$ cat src/design/rtq_pkg.sv
// ----------------------------------------------------------------------------
// Retransmit timer queue package
// Shared constants, request and result codes, state and result types.
// ----------------------------------------------------------------------------
package rtq_pkg;

	localparam int QUEUE_DEPTH = 16;
	localparam int TIME_BITS   = 32;
	localparam int MAX_RESULTS = 16;
	localparam int SLOT_BITS   = (QUEUE_DEPTH > 1) ? $clog2(QUEUE_DEPTH) : 1;
	localparam int CNT_BITS    = $clog2(QUEUE_DEPTH + 1);
	localparam int BUD_BITS    = $clog2(MAX_RESULTS + 1);

	typedef logic [SLOT_BITS-1:0] slot_idx_t;
	typedef logic [CNT_BITS-1:0]  count_t;
	typedef logic [TIME_BITS-1:0] time_t;

	typedef enum logic [1:0] {
		REQ_ADD  = 2'd0,
		REQ_ACK  = 2'd1,
		REQ_TICK = 2'd2,
		REQ_NONE = 2'd3
	} req_t;

	typedef enum logic [2:0] {
		KIND_ADDED   = 3'd0,
		KIND_FULL    = 3'd1,
		KIND_REMOVED = 3'd2,
		KIND_RESEND  = 3'd3,
		KIND_GIVE_UP = 3'd4
	} kind_t;

	typedef enum logic [2:0] {
		ST_IDLE,
		ST_ACK_SCAN,
		ST_UNLINK,
		ST_TICK_HEAD,
		ST_TICK_DECIDE,
		ST_EMIT
	} state_t;

	typedef struct packed {
		logic [1:0]  req_type;
		logic [7:0]  ack_id;
		logic [15:0] buffer_handle;
		logic [15:0] payload_size;
		logic [15:0] resend_interval;
		logic [7:0]  retry_budget;
		logic [7:0]  conn_handle;
	} req_item_t;

	typedef struct packed {
		logic [2:0]  kind;
		logic [7:0]  entry_id;
		logic [15:0] out_buffer;
		logic [15:0] out_size;
		logic [7:0]  out_conn;
		logic        found;
		logic        last;
	} res_item_t;

	typedef struct packed {
		logic [7:0]  id;
		logic [15:0] buffer;
		logic [15:0] size;
		time_t       deadline;
		logic [15:0] interval;
		logic [7:0]  retries;
		logic [7:0]  conn;
	} slot_t;

endpackage

$ cat src/design/rtq_if.sv
// ----------------------------------------------------------------------------
// Retransmit timer queue channel interfaces
// Valid/ready channels for request and result transactions.
// ----------------------------------------------------------------------------
interface rtq_req_if;
	import rtq_pkg::*;
	logic      valid;
	logic      ready;
	req_item_t data;
	modport source  (output valid, output data, input ready);
	modport sink    (input valid, input data, output ready);
	modport monitor (input valid, input data, input ready);
endinterface

interface rtq_res_if;
	import rtq_pkg::*;
	logic      valid;
	logic      ready;
	res_item_t data;
	modport source  (output valid, output data, input ready);
	modport sink    (input valid, input data, output ready);
	modport monitor (input valid, input data, input ready);
endinterface

$ cat src/design/rtq_slot_ram.sv
// ----------------------------------------------------------------------------
// Retransmit timer queue slot store
// One write port and one registered read port over the packet slots.
// ----------------------------------------------------------------------------
module rtq_slot_ram (
	input  logic              clk,
	input  logic              we,
	input  rtq_pkg::slot_idx_t waddr,
	input  rtq_pkg::slot_t    wdata,
	input  rtq_pkg::slot_idx_t raddr,
	output rtq_pkg::slot_t    rdata
);
	import rtq_pkg::*;

	slot_t mem [QUEUE_DEPTH];

	always_ff @(posedge clk) begin
		if (we) begin
			mem[waddr] <= wdata;
		end
		rdata <= mem[raddr];
	end

endmodule

$ cat src/design/rtq_order_list.sv
// ----------------------------------------------------------------------------
// Retransmit timer queue order list
// Slot numbers in insertion order with append, and one-position-per-cycle
// removal by shifting, plus a free slot bitmap.
// ----------------------------------------------------------------------------
module rtq_order_list (
	input  logic               clk,
	input  logic               arst_n,
	input  logic               push,
	input  rtq_pkg::slot_idx_t push_slot,
	input  logic               pop_start,
	input  rtq_pkg::count_t    pop_pos,
	input  logic               free_slot_en,
	input  rtq_pkg::slot_idx_t rd_pos,
	output rtq_pkg::slot_idx_t rd_slot,
	output rtq_pkg::count_t    count,
	output rtq_pkg::slot_idx_t free_slot,
	output logic               busy
);
	import rtq_pkg::*;

	slot_idx_t               list_q [QUEUE_DEPTH];
	count_t                  count_q;
	logic [QUEUE_DEPTH-1:0]  used_q;
	logic                    busy_q;
	count_t                  pos_q;

	assign count   = count_q;
	assign busy    = busy_q;
	assign rd_slot = list_q[rd_pos];

	always_comb begin
		free_slot = '0;
		for (int s = QUEUE_DEPTH - 1; s >= 0; s--) begin
			if (!used_q[s]) begin
				free_slot = slot_idx_t'(s);
			end
		end
	end

	always_ff @(posedge clk or negedge arst_n) begin
		if (!arst_n) begin
			count_q <= '0;
			used_q  <= '0;
			busy_q  <= 1'b0;
			pos_q   <= '0;
		end else begin
			if (pop_start) begin
				busy_q <= 1'b1;
				pos_q  <= pop_pos;
				if (free_slot_en) begin
					used_q[list_q[pop_pos[SLOT_BITS-1:0]]] <= 1'b0;
				end
			end else if (busy_q) begin
				if (pos_q + count_t'(1) >= count_q) begin
					busy_q  <= 1'b0;
					count_q <= count_q - count_t'(1);
				end else begin
					list_q[pos_q[SLOT_BITS-1:0]] <= list_q[SLOT_BITS'(pos_q + count_t'(1))];
					pos_q <= pos_q + count_t'(1);
				end
			end else if (push) begin
				list_q[count_q[SLOT_BITS-1:0]] <= push_slot;
				used_q[push_slot]              <= 1'b1;
				count_q                        <= count_q + count_t'(1);
			end
		end
	end

endmodule

$ cat src/design/retransmit_timer_queue.sv
// ----------------------------------------------------------------------------
// Retransmit timer queue
// Holds packets awaiting acknowledgement in insertion order, resends or gives
// up on expired heads at each millisecond tick.
// ----------------------------------------------------------------------------
// Requests arrive on the req channel and results leave on the res channel,
// each a valid/ready transaction. The block takes one request at a time and
// drops ready until every result of that request has been taken.
// An add gives its one result in the cycle after it is accepted.
// An acknowledge scans the order list one entry at a time through the
// slot store read port, then closes the gap one position a cycle.
// A tick handles up to sixteen heads; a tick that finds nothing expired
// gives no result and frees the input. The single slot store port and the
// shifting order list set the pace of both. The last result of each request
// carries last.
// After reset the queue is empty, the first id is one and the clock is zero.
// A stalled receiver holds the block in its result state; the result stays
// stable until taken and nothing else advances.
// ----------------------------------------------------------------------------
module retransmit_timer_queue (
	input logic   clk,
	input logic   arst_n,
	rtq_req_if.sink   req,
	rtq_res_if.source res
);
	import rtq_pkg::*;

	state_t    state_q, state_d;
	req_item_t item_q;
	time_t     now_q;
	logic [7:0] next_id_q;
	count_t    pos_q;
	logic [BUD_BITS-1:0] budget_q;
	res_item_t res_q;
	logic      res_valid_q;
	logic      res_held_q;
	logic      after_unlink_q;
	logic      requeue_q;
	slot_idx_t cur_slot_q;

	logic      ram_we;
	slot_idx_t ram_waddr, ram_raddr;
	slot_t     ram_wdata, ram_rdata;

	logic      push, pop_start, free_en;
	slot_idx_t push_slot, rd_slot, free_slot, rd_pos;
	count_t    count;
	logic      list_busy;
	time_t     diff;
	logic      req_take;
	logic      res_set;
	logic      scan_wait;
	logic      tick_stop;

	rtq_slot_ram u_ram (
		.clk   (clk),
		.we    (ram_we),
		.waddr (ram_waddr),
		.wdata (ram_wdata),
		.raddr (ram_raddr),
		.rdata (ram_rdata)
	);

	rtq_order_list u_list (
		.clk          (clk),
		.arst_n       (arst_n),
		.push         (push),
		.push_slot    (push_slot),
		.pop_start    (pop_start),
		.pop_pos      (pos_q),
		.free_slot_en (free_en),
		.rd_pos       (rd_pos),
		.rd_slot      (rd_slot),
		.count        (count),
		.free_slot    (free_slot),
		.busy         (list_busy)
	);

	assign req.ready = (state_q == ST_IDLE) && !res_valid_q;
	assign res.valid = res_valid_q;
	assign res.data  = res_q;
	assign diff      = now_q - ram_rdata.deadline;
	assign req_take  = req.valid && req.ready;
	assign tick_stop = (budget_q == '0) || (count == '0) || diff[TIME_BITS-1];

	always_comb begin
		rd_pos = pos_q[SLOT_BITS-1:0];
		if (state_q == ST_IDLE || state_q == ST_TICK_HEAD) begin
			rd_pos = '0;
		end
	end
	assign ram_raddr = rd_slot;

	always_comb begin
		state_d   = state_q;
		ram_we    = 1'b0;
		ram_waddr = free_slot;
		ram_wdata = ram_rdata;
		push      = 1'b0;
		push_slot = free_slot;
		pop_start = 1'b0;
		free_en   = 1'b0;
		res_set   = 1'b0;
		scan_wait = 1'b0;
		unique case (state_q)
			ST_IDLE: begin
				if (req_take) begin
					unique case (req_t'(req.data.req_type))
						REQ_ADD: begin
							res_set = 1'b1;
							if (count < count_t'(QUEUE_DEPTH)) begin
								ram_we             = 1'b1;
								ram_wdata.id       = next_id_q;
								ram_wdata.buffer   = req.data.buffer_handle;
								ram_wdata.size     = req.data.payload_size;
								ram_wdata.interval = req.data.resend_interval;
								ram_wdata.deadline = now_q + time_t'(req.data.resend_interval);
								ram_wdata.retries  = req.data.retry_budget;
								ram_wdata.conn     = req.data.conn_handle;
								push               = 1'b1;
							end
						end
						REQ_ACK: begin
							state_d   = ST_ACK_SCAN;
							scan_wait = 1'b1;
						end
						REQ_TICK: state_d = ST_TICK_HEAD;
						REQ_NONE: state_d = ST_IDLE;
						default:  state_d = ST_IDLE;
					endcase
				end
			end
			ST_ACK_SCAN: begin
				if (after_unlink_q) begin
					state_d = ST_ACK_SCAN;
				end else if (pos_q >= count) begin
					state_d = ST_EMIT;
					res_set = 1'b1;
				end else if (item_q.ack_id != 8'd0 && ram_rdata.id == item_q.ack_id
						&& ram_rdata.id != 8'd0 && pos_q != count_t'(QUEUE_DEPTH)) begin
					pop_start = 1'b1;
					free_en   = 1'b1;
					state_d   = ST_UNLINK;
				end else begin
					scan_wait = 1'b1;
				end
			end
			ST_UNLINK: begin
				if (!list_busy) begin
					if (requeue_q) begin
						push      = 1'b1;
						push_slot = cur_slot_q;
					end
					if (req_t'(item_q.req_type) == REQ_ACK) begin
						state_d = ST_EMIT;
						res_set = 1'b1;
					end else begin
						state_d = ST_TICK_HEAD;
					end
				end
			end
			ST_TICK_HEAD: state_d = ST_TICK_DECIDE;
			ST_TICK_DECIDE: begin
				if (tick_stop) begin
					state_d = res_held_q ? ST_EMIT : ST_IDLE;
					res_set = res_held_q;
				end else if (res_held_q) begin
					state_d = ST_EMIT;
					res_set = 1'b1;
				end else begin
					ram_we    = 1'b1;
					ram_waddr = rd_slot;
					if (ram_rdata.retries != 8'd0) begin
						ram_wdata.retries  = ram_rdata.retries - 8'd1;
						ram_wdata.deadline = ram_rdata.deadline
							+ time_t'(ram_rdata.interval);
					end
					pop_start = 1'b1;
					free_en   = (ram_rdata.retries == 8'd0);
					state_d   = ST_UNLINK;
				end
			end
			ST_EMIT: begin
				if (!res_valid_q || res.ready) begin
					state_d = (item_q.req_type == REQ_TICK && !res_q.last) ?
						ST_TICK_HEAD : ST_IDLE;
				end
			end
			default: state_d = ST_IDLE;
		endcase
	end

	always_ff @(posedge clk or negedge arst_n) begin
		if (!arst_n) begin
			state_q        <= ST_IDLE;
			now_q          <= '0;
			next_id_q      <= 8'd1;
			pos_q          <= '0;
			budget_q       <= '0;
			res_valid_q    <= 1'b0;
			res_held_q     <= 1'b0;
			after_unlink_q <= 1'b0;
			requeue_q      <= 1'b0;
			cur_slot_q     <= '0;
		end else begin
			state_q        <= state_d;
			after_unlink_q <= scan_wait;
			if (res_set) begin
				res_valid_q <= 1'b1;
			end else if (res_valid_q && res.ready) begin
				res_valid_q <= 1'b0;
			end
			unique case (state_q)
				ST_IDLE: begin
					pos_q <= '0;
					if (req_take) begin
						item_q <= req.data;
						if (req.data.req_type == REQ_ADD) begin
							res_q.last  <= 1'b1;
							res_q.found <= 1'b0;
							if (count < count_t'(QUEUE_DEPTH)) begin
								res_q.kind       <= KIND_ADDED;
								res_q.entry_id   <= next_id_q;
								res_q.out_buffer <= req.data.buffer_handle;
								res_q.out_size   <= req.data.payload_size;
								res_q.out_conn   <= req.data.conn_handle;
								next_id_q <= (next_id_q == 8'hFF) ? 8'd1 : next_id_q + 8'd1;
							end else begin
								res_q.kind       <= KIND_FULL;
								res_q.entry_id   <= 8'd0;
								res_q.out_buffer <= '0;
								res_q.out_size   <= '0;
								res_q.out_conn   <= '0;
							end
						end else if (req.data.req_type == REQ_ACK) begin
							res_q.kind       <= KIND_REMOVED;
							res_q.entry_id   <= 8'd0;
							res_q.out_buffer <= '0;
							res_q.out_size   <= '0;
							res_q.out_conn   <= '0;
							res_q.found      <= 1'b0;
							res_q.last       <= 1'b1;
						end else if (req.data.req_type == REQ_TICK) begin
							now_q      <= now_q + time_t'(1);
							budget_q   <= (count > count_t'(MAX_RESULTS)) ?
								BUD_BITS'(MAX_RESULTS) : BUD_BITS'(count);
							res_q.last <= 1'b0;
							res_held_q <= 1'b0;
						end
					end
				end
				ST_ACK_SCAN: begin
					if (pop_start) begin
						requeue_q        <= 1'b0;
						res_q.entry_id   <= ram_rdata.id;
						res_q.out_buffer <= ram_rdata.buffer;
						res_q.out_size   <= ram_rdata.size;
						res_q.out_conn   <= ram_rdata.conn;
						res_q.found      <= 1'b1;
					end else if (scan_wait) begin
						pos_q <= pos_q + count_t'(1);
					end
				end
				ST_UNLINK: ;
				ST_TICK_HEAD: pos_q <= '0;
				ST_TICK_DECIDE: begin
					if (state_d == ST_UNLINK) begin
						budget_q         <= budget_q - 1'b1;
						cur_slot_q       <= rd_slot;
						requeue_q        <= (ram_rdata.retries != 8'd0);
						res_held_q       <= 1'b1;
						res_q.kind       <= (ram_rdata.retries != 8'd0) ?
							KIND_RESEND : KIND_GIVE_UP;
						res_q.entry_id   <= ram_rdata.id;
						res_q.out_buffer <= ram_rdata.buffer;
						res_q.out_size   <= ram_rdata.size;
						res_q.out_conn   <= ram_rdata.conn;
						res_q.found      <= 1'b0;
						res_q.last       <= 1'b0;
					end else if (res_set) begin
						res_held_q <= 1'b0;
						if (tick_stop) begin
							res_q.last <= 1'b1;
						end
					end
				end
				ST_EMIT: begin
					if (!res_valid_q || res.ready) begin
						pos_q <= '0;
					end
				end
				default: ;
			endcase
		end
	end

endmodule

$ cat src/flat_wrapper.sv
// flat-port wrapper written by rule: the top's interface ports become plain ports
module retransmit_timer_queue_flat import rtq_pkg::*;
  (clk, arst_n, req_valid, req_data, req_ready, res_valid, res_data, res_ready);
  rtq_req_if req_i ();
  rtq_res_if res_i ();
  input logic clk;
  input logic arst_n;
  input wire logic [$bits(req_i.valid)-1:0] req_valid;
  input wire logic [$bits(req_i.data)-1:0] req_data;
  output wire logic [$bits(req_i.ready)-1:0] req_ready;
  output wire logic [$bits(res_i.valid)-1:0] res_valid;
  output wire logic [$bits(res_i.data)-1:0] res_data;
  input wire logic [$bits(res_i.ready)-1:0] res_ready;
  assign req_i.valid = req_valid;
  assign req_i.data = req_data;
  assign req_ready = req_i.ready;
  assign res_valid = res_i.valid;
  assign res_data = res_i.data;
  assign res_i.ready = res_ready;
  retransmit_timer_queue u_core (.clk(clk), .arst_n(arst_n), .req(req_i), .res(res_i));
endmodule
$ cat config.mk
export PLATFORM = sky130hd
export DESIGN_NAME = retransmit_timer_queue_flat
export DESIGN_NICKNAME = d
export VERILOG_FILES = /design/src/design/rtq_pkg.sv /design/src/design/rtq_if.sv /design/src/design/rtq_slot_ram.sv /design/src/design/rtq_order_list.sv /design/src/design/retransmit_timer_queue.sv /design/src/flat_wrapper.sv
export SDC_FILE = /design/constraint.sdc
export NUM_CORES = 2
export LEC_CHECK = 0
export BUFFER_PORTS_ARGS = -buffer_cell sky130_fd_sc_hd__buf_2
export CAP_MARGIN = 10
export CELL_PAD_IN_SITES_DETAIL_PLACEMENT = 0
export CELL_PAD_IN_SITES_GLOBAL_PLACEMENT = 1
export CORE_MARGIN = 3
export CORE_UTILIZATION = 55
export CTS_BUF_LIST = sky130_fd_sc_hd__clkbuf_8
export CTS_CLUSTER_SIZE = 10
export DETAILED_ROUTE_END_ITERATION = 12
export PLACE_DENSITY_LB_ADDON = 0.25
export SLEW_MARGIN = 5
export SYNTH_ARGS = -nofsm -noshare
export SYNTH_HDL_FRONTEND = slang
export SYNTH_SLANG_ARGS = --single-unit
$ cat constraint.sdc
create_clock -name clk -period 18.2 [get_ports clk]
set_input_delay 1.82 -clock clk [delete_from_list [all_inputs] [get_ports clk]]
set_output_delay 1.82 -clock clk [all_outputs]
set_load 0.03 [all_outputs]
==> impl_metrics.env <==
export IMPL_synth_ff_type="edfxtp_1"
export IMPL_area_delta_synth_final_pct=10.2
export IMPL_synth_area_mux_share_pct=5.27
export IMPL_p_leak_nw=32.5
export IMPL_critical_path_class="flop to flop"
export IMPL_async_reset_ff_share_pct=4.44
export IMPL_cp_num_buf_inv=3
export IMPL_ys_seq_area_share_pct=69.6
export IMPL_post_cts_resized=0
export IMPL_clk_pin_slew_ns=0.06
export IMPL_clock_fmax_mhz=162
export IMPL_yosysTopAreaCell="edfxtp_1"
export IMPL_hold_class="flop to flop"
export IMPL_fin_crit_sh_pct=34.0
export IMPL_initial_core_util_pct=55.5
export IMPL_crit_family="buffers and inverters"
export IMPL_critPathArrivalTime_ns=7.06
export IMPL_yosys_warnings=0
export IMPL_met2_length_um=100000
export IMPL_dpl_cell_count=7858
export IMPL_vias=51600
export IMPL_ys_types=86
export IMPL_synth_compound_area_share_pct=9.94
export IMPL_synth_area_per_cell_um2=14.0
export IMPL_drt_vias_per_instance=6.10
export IMPL_drt_first_iter_violations=5437
export IMPL_end_kind="flop"
export IMPL_grt_pass1_wl_um=318000
export IMPL_grt_antenna_before_repair=6
export IMPL_io_buffers=132
export IMPL_total_power_mw=18.5
export IMPL_wirelength_um=213000
export IMPL_io_pins=133
export IMPL_grt_pass1_vias=49900
export IMPL_met3_length_um=16400
export IMPL_dieArea_mm2=0.156
export IMPL_peakVddDrop_mv=0.277
export IMPL_yosys_top_cells_count="edfxtp_1 (1791), nand2_1 (1091), and2_1 (326)"
export IMPL_crit_path_cell_trace="xor2_1 > or2_1 > nand2_1 > nand2_1 > o22a_4 > buf_4 > buf_12 > buf_4 > mux2i_1 > mux2_2 > o32ai_1 > a221o_1"
export IMPL_tightest_slew_ns=1.28
export IMPL_htree_levels=5
export IMPL_dp_hpwl_um=113000
export IMPL_synth_seq_cells=1983
export IMPL_grt_ovfl_total=0
export IMPL_drc=0
export IMPL_routed_top_layer="met4"
export IMPL_reg2reg_depth=12
export IMPL_yosys_area_share_simple_pct=10.3
export IMPL_whs_path_depth=1
export IMPL_outcome="finished clean"
export IMPL_reg2reg_slack_ns=12.01
export IMPL_synth_top_area_share_pct=64.5
export IMPL_grt_max_degree=189
export IMPL_reg2reg_from="u_core.state_q[1]"
export IMPL_r2r_end="u_core.u_ram.rdata[82]"
export IMPL_synthXorXnorAreaFrac_pct=1.05
export IMPL_slowest_delay_ns=0.93
export IMPL_cts_root_buf="clkbuf_8"
export IMPL_grt_util_all_layers_pct=26.8
export IMPL_max_slew_margin_pct=14.8
export IMPL_synth_area_leaders="edfxtp_1 (64%), nand2_1 (4.9%), mux2i_1 (2.8%)"
export IMPL_crit_fanout=150
export IMPL_routedLengthMet1_um=92100
export IMPL_finalCriticalPeriod_ns=6.19
export IMPL_gp_congestion=0.884
export IMPL_maxSlewViolCount=0
export IMPL_cap_violations=0
export IMPL_row_count=142
export IMPL_fin_cells=8445
export IMPL_placed_area_mm2=0.0858
export IMPL_setup_viol=0
export IMPL_rsz0062_at_grt="no"
export IMPL_fp_dieH_um=395
export IMPL_p_per_area_mw_per_mm2=201
export IMPL_syn_instance_count=5980
export IMPL_cts_sinks=1983
export IMPL_syn_area_mm2=0.0834
export IMPL_max_clock_path_buffers=4
export IMPL_synthAdderAreaFrac_pct=1.36
export IMPL_drt_pass1_iter_count=5
export IMPL_ant_nets=0
export IMPL_synth_edf_count=1791
export IMPL_required_ns=19.08
export IMPL_routedWlPerCell_um=25.2
export IMPL_cts_tree="done"
export IMPL_core_area_mm2=0.150
export IMPL_synth_top_family_by_area="simple AND/OR/NAND/NOR gates"
export IMPL_fin_area_mm2=0.0920
export IMPL_die_x_um=395
export IMPL_start_kind="flop"
export IMPL_drive_above_1_share_pct=13.6
export IMPL_numCtsBuffers=333
export IMPL_setup_tns_final_ns=0
export IMPL_synthMostInstantiatedCell="edfxtp_1"
export IMPL_syn_nets=6147
export IMPL_cp_slowest_cell="buf_4"
export IMPL_finalHoldViolCount=0
export IMPL_hold_buffers=0
export IMPL_fin_skew_ns=0.0559
export IMPL_clock_latency_ns=1.00
export IMPL_final_nets=6346
export IMPL_whs_endpoint="u_core.cur_slot_q[3]"
export IMPL_cts_setup_buffers=0
export IMPL_min_from="u_core.cur_slot_q[3]"
==> flip-flops by register name, summed over array words and instances (netlist names), 8 cells and up <==
| register | cells |
|---|---|
| u_core.now_q | 32 |
| u_core.u_ram.rdata | 104 |
| u_core.item_q | 10 |
| u_core.res.data | 53 |
| u_core.u_list.list_q | 64 |
| u_core.next_id_q | 8 |
| u_core.u_ram.mem | 1664 |
| u_core.u_list.used_q | 16 |
==> per-stage QoR <==
stage               hold slack (ns)  util (%)  setup slack (ns)
finish                        0.516      61.2             12.01
global route                  0.525      61.2             11.67
CTS                           0.518      61.2             12.11
detailed placement            0.504      57.1             11.22
global placement              0.483      57.1             11.20
floorplan                     0.449         -              7.28
==> layout make-up <==
type	count	area, um^2
Fill cell	11500	58400
Sequential cell	1983	58100
Multi-Input combinational cell	3557	23500
Clock buffer	363	5000
Tap cell	2016	2520
Timing Repair Buffer	240	1580
Clock inverter	219	1070
Inverter	64	240
Antenna cell	3	7.51
==> worst max-delay path by stage <==
stage | start | end | slack (ns) | cells past startpoint
6_report | u_core.state_q[1] | u_core.u_ram.rdata[82] | 12.01 | 12
5_1_grt | u_core.state_q[1] | u_core.u_ram.rdata[82] | 11.67 | 12
4_1_cts | u_core.u_ram.rdata[62] | u_core.u_ram.mem[3][53] | 12.11 | 13
3_5_place_dp | req_data[72] | u_core.u_ram.mem[4][74] | 11.22 | 12
3_3_place_gp | req_data[73] | u_core.u_ram.mem[4][44] | 11.20 | 12
2_1_floorplan | req_valid | u_core.u_ram.mem[10][0] | 7.28 | 7
==> where the power goes <==
group | leakage, nW | internal [mW] | switching, mW
clock | 3.58 | 1.92 | 1.71
combinational | 10.7 | 2.91 | 5.57
sequential | 18.2 | 6.08 | 0.273
total | 32.5 | 10.9 | 7.56
==> routing by layer <==
layer,track usage (%),up-vias
li1,-,23200
met1,39.2,25800
met2,41.8,2162
met3,4.59,360
met4,7.58,0
met5,0,-
==> layout by cell type, fill, tap and decap left out, types with 131 or more instances in the layout <==
cell type,n
o21ai_0,147
a211oi_1,296
inv_1,188
buf_2,131
a31oi_1,227
edfxtp_1,1791
and2_1,325
clkbuf_8,364
mux2i_1,232
nand2_1,1087
==> logic make-up (layout without fill, tap and decap cells) <==
| group | Yosys count | after routing |
|---|---|---|
| AND/OR/NAND/NOR | 1848 | 1848 |
| buffers and inverters | 440 | 886 |
| XOR/XNOR | 100 | 100 |
| multiplexers | 383 | 383 |
| AO/OA/AOI/OAI | 1137 | 1137 |
| flip-flops | 1983 | 1983 |
| other | 0 | 3 |
| adder cells (fa/ha/maj) | 89 | 89 |
Power figures use the tool's default switching activity.
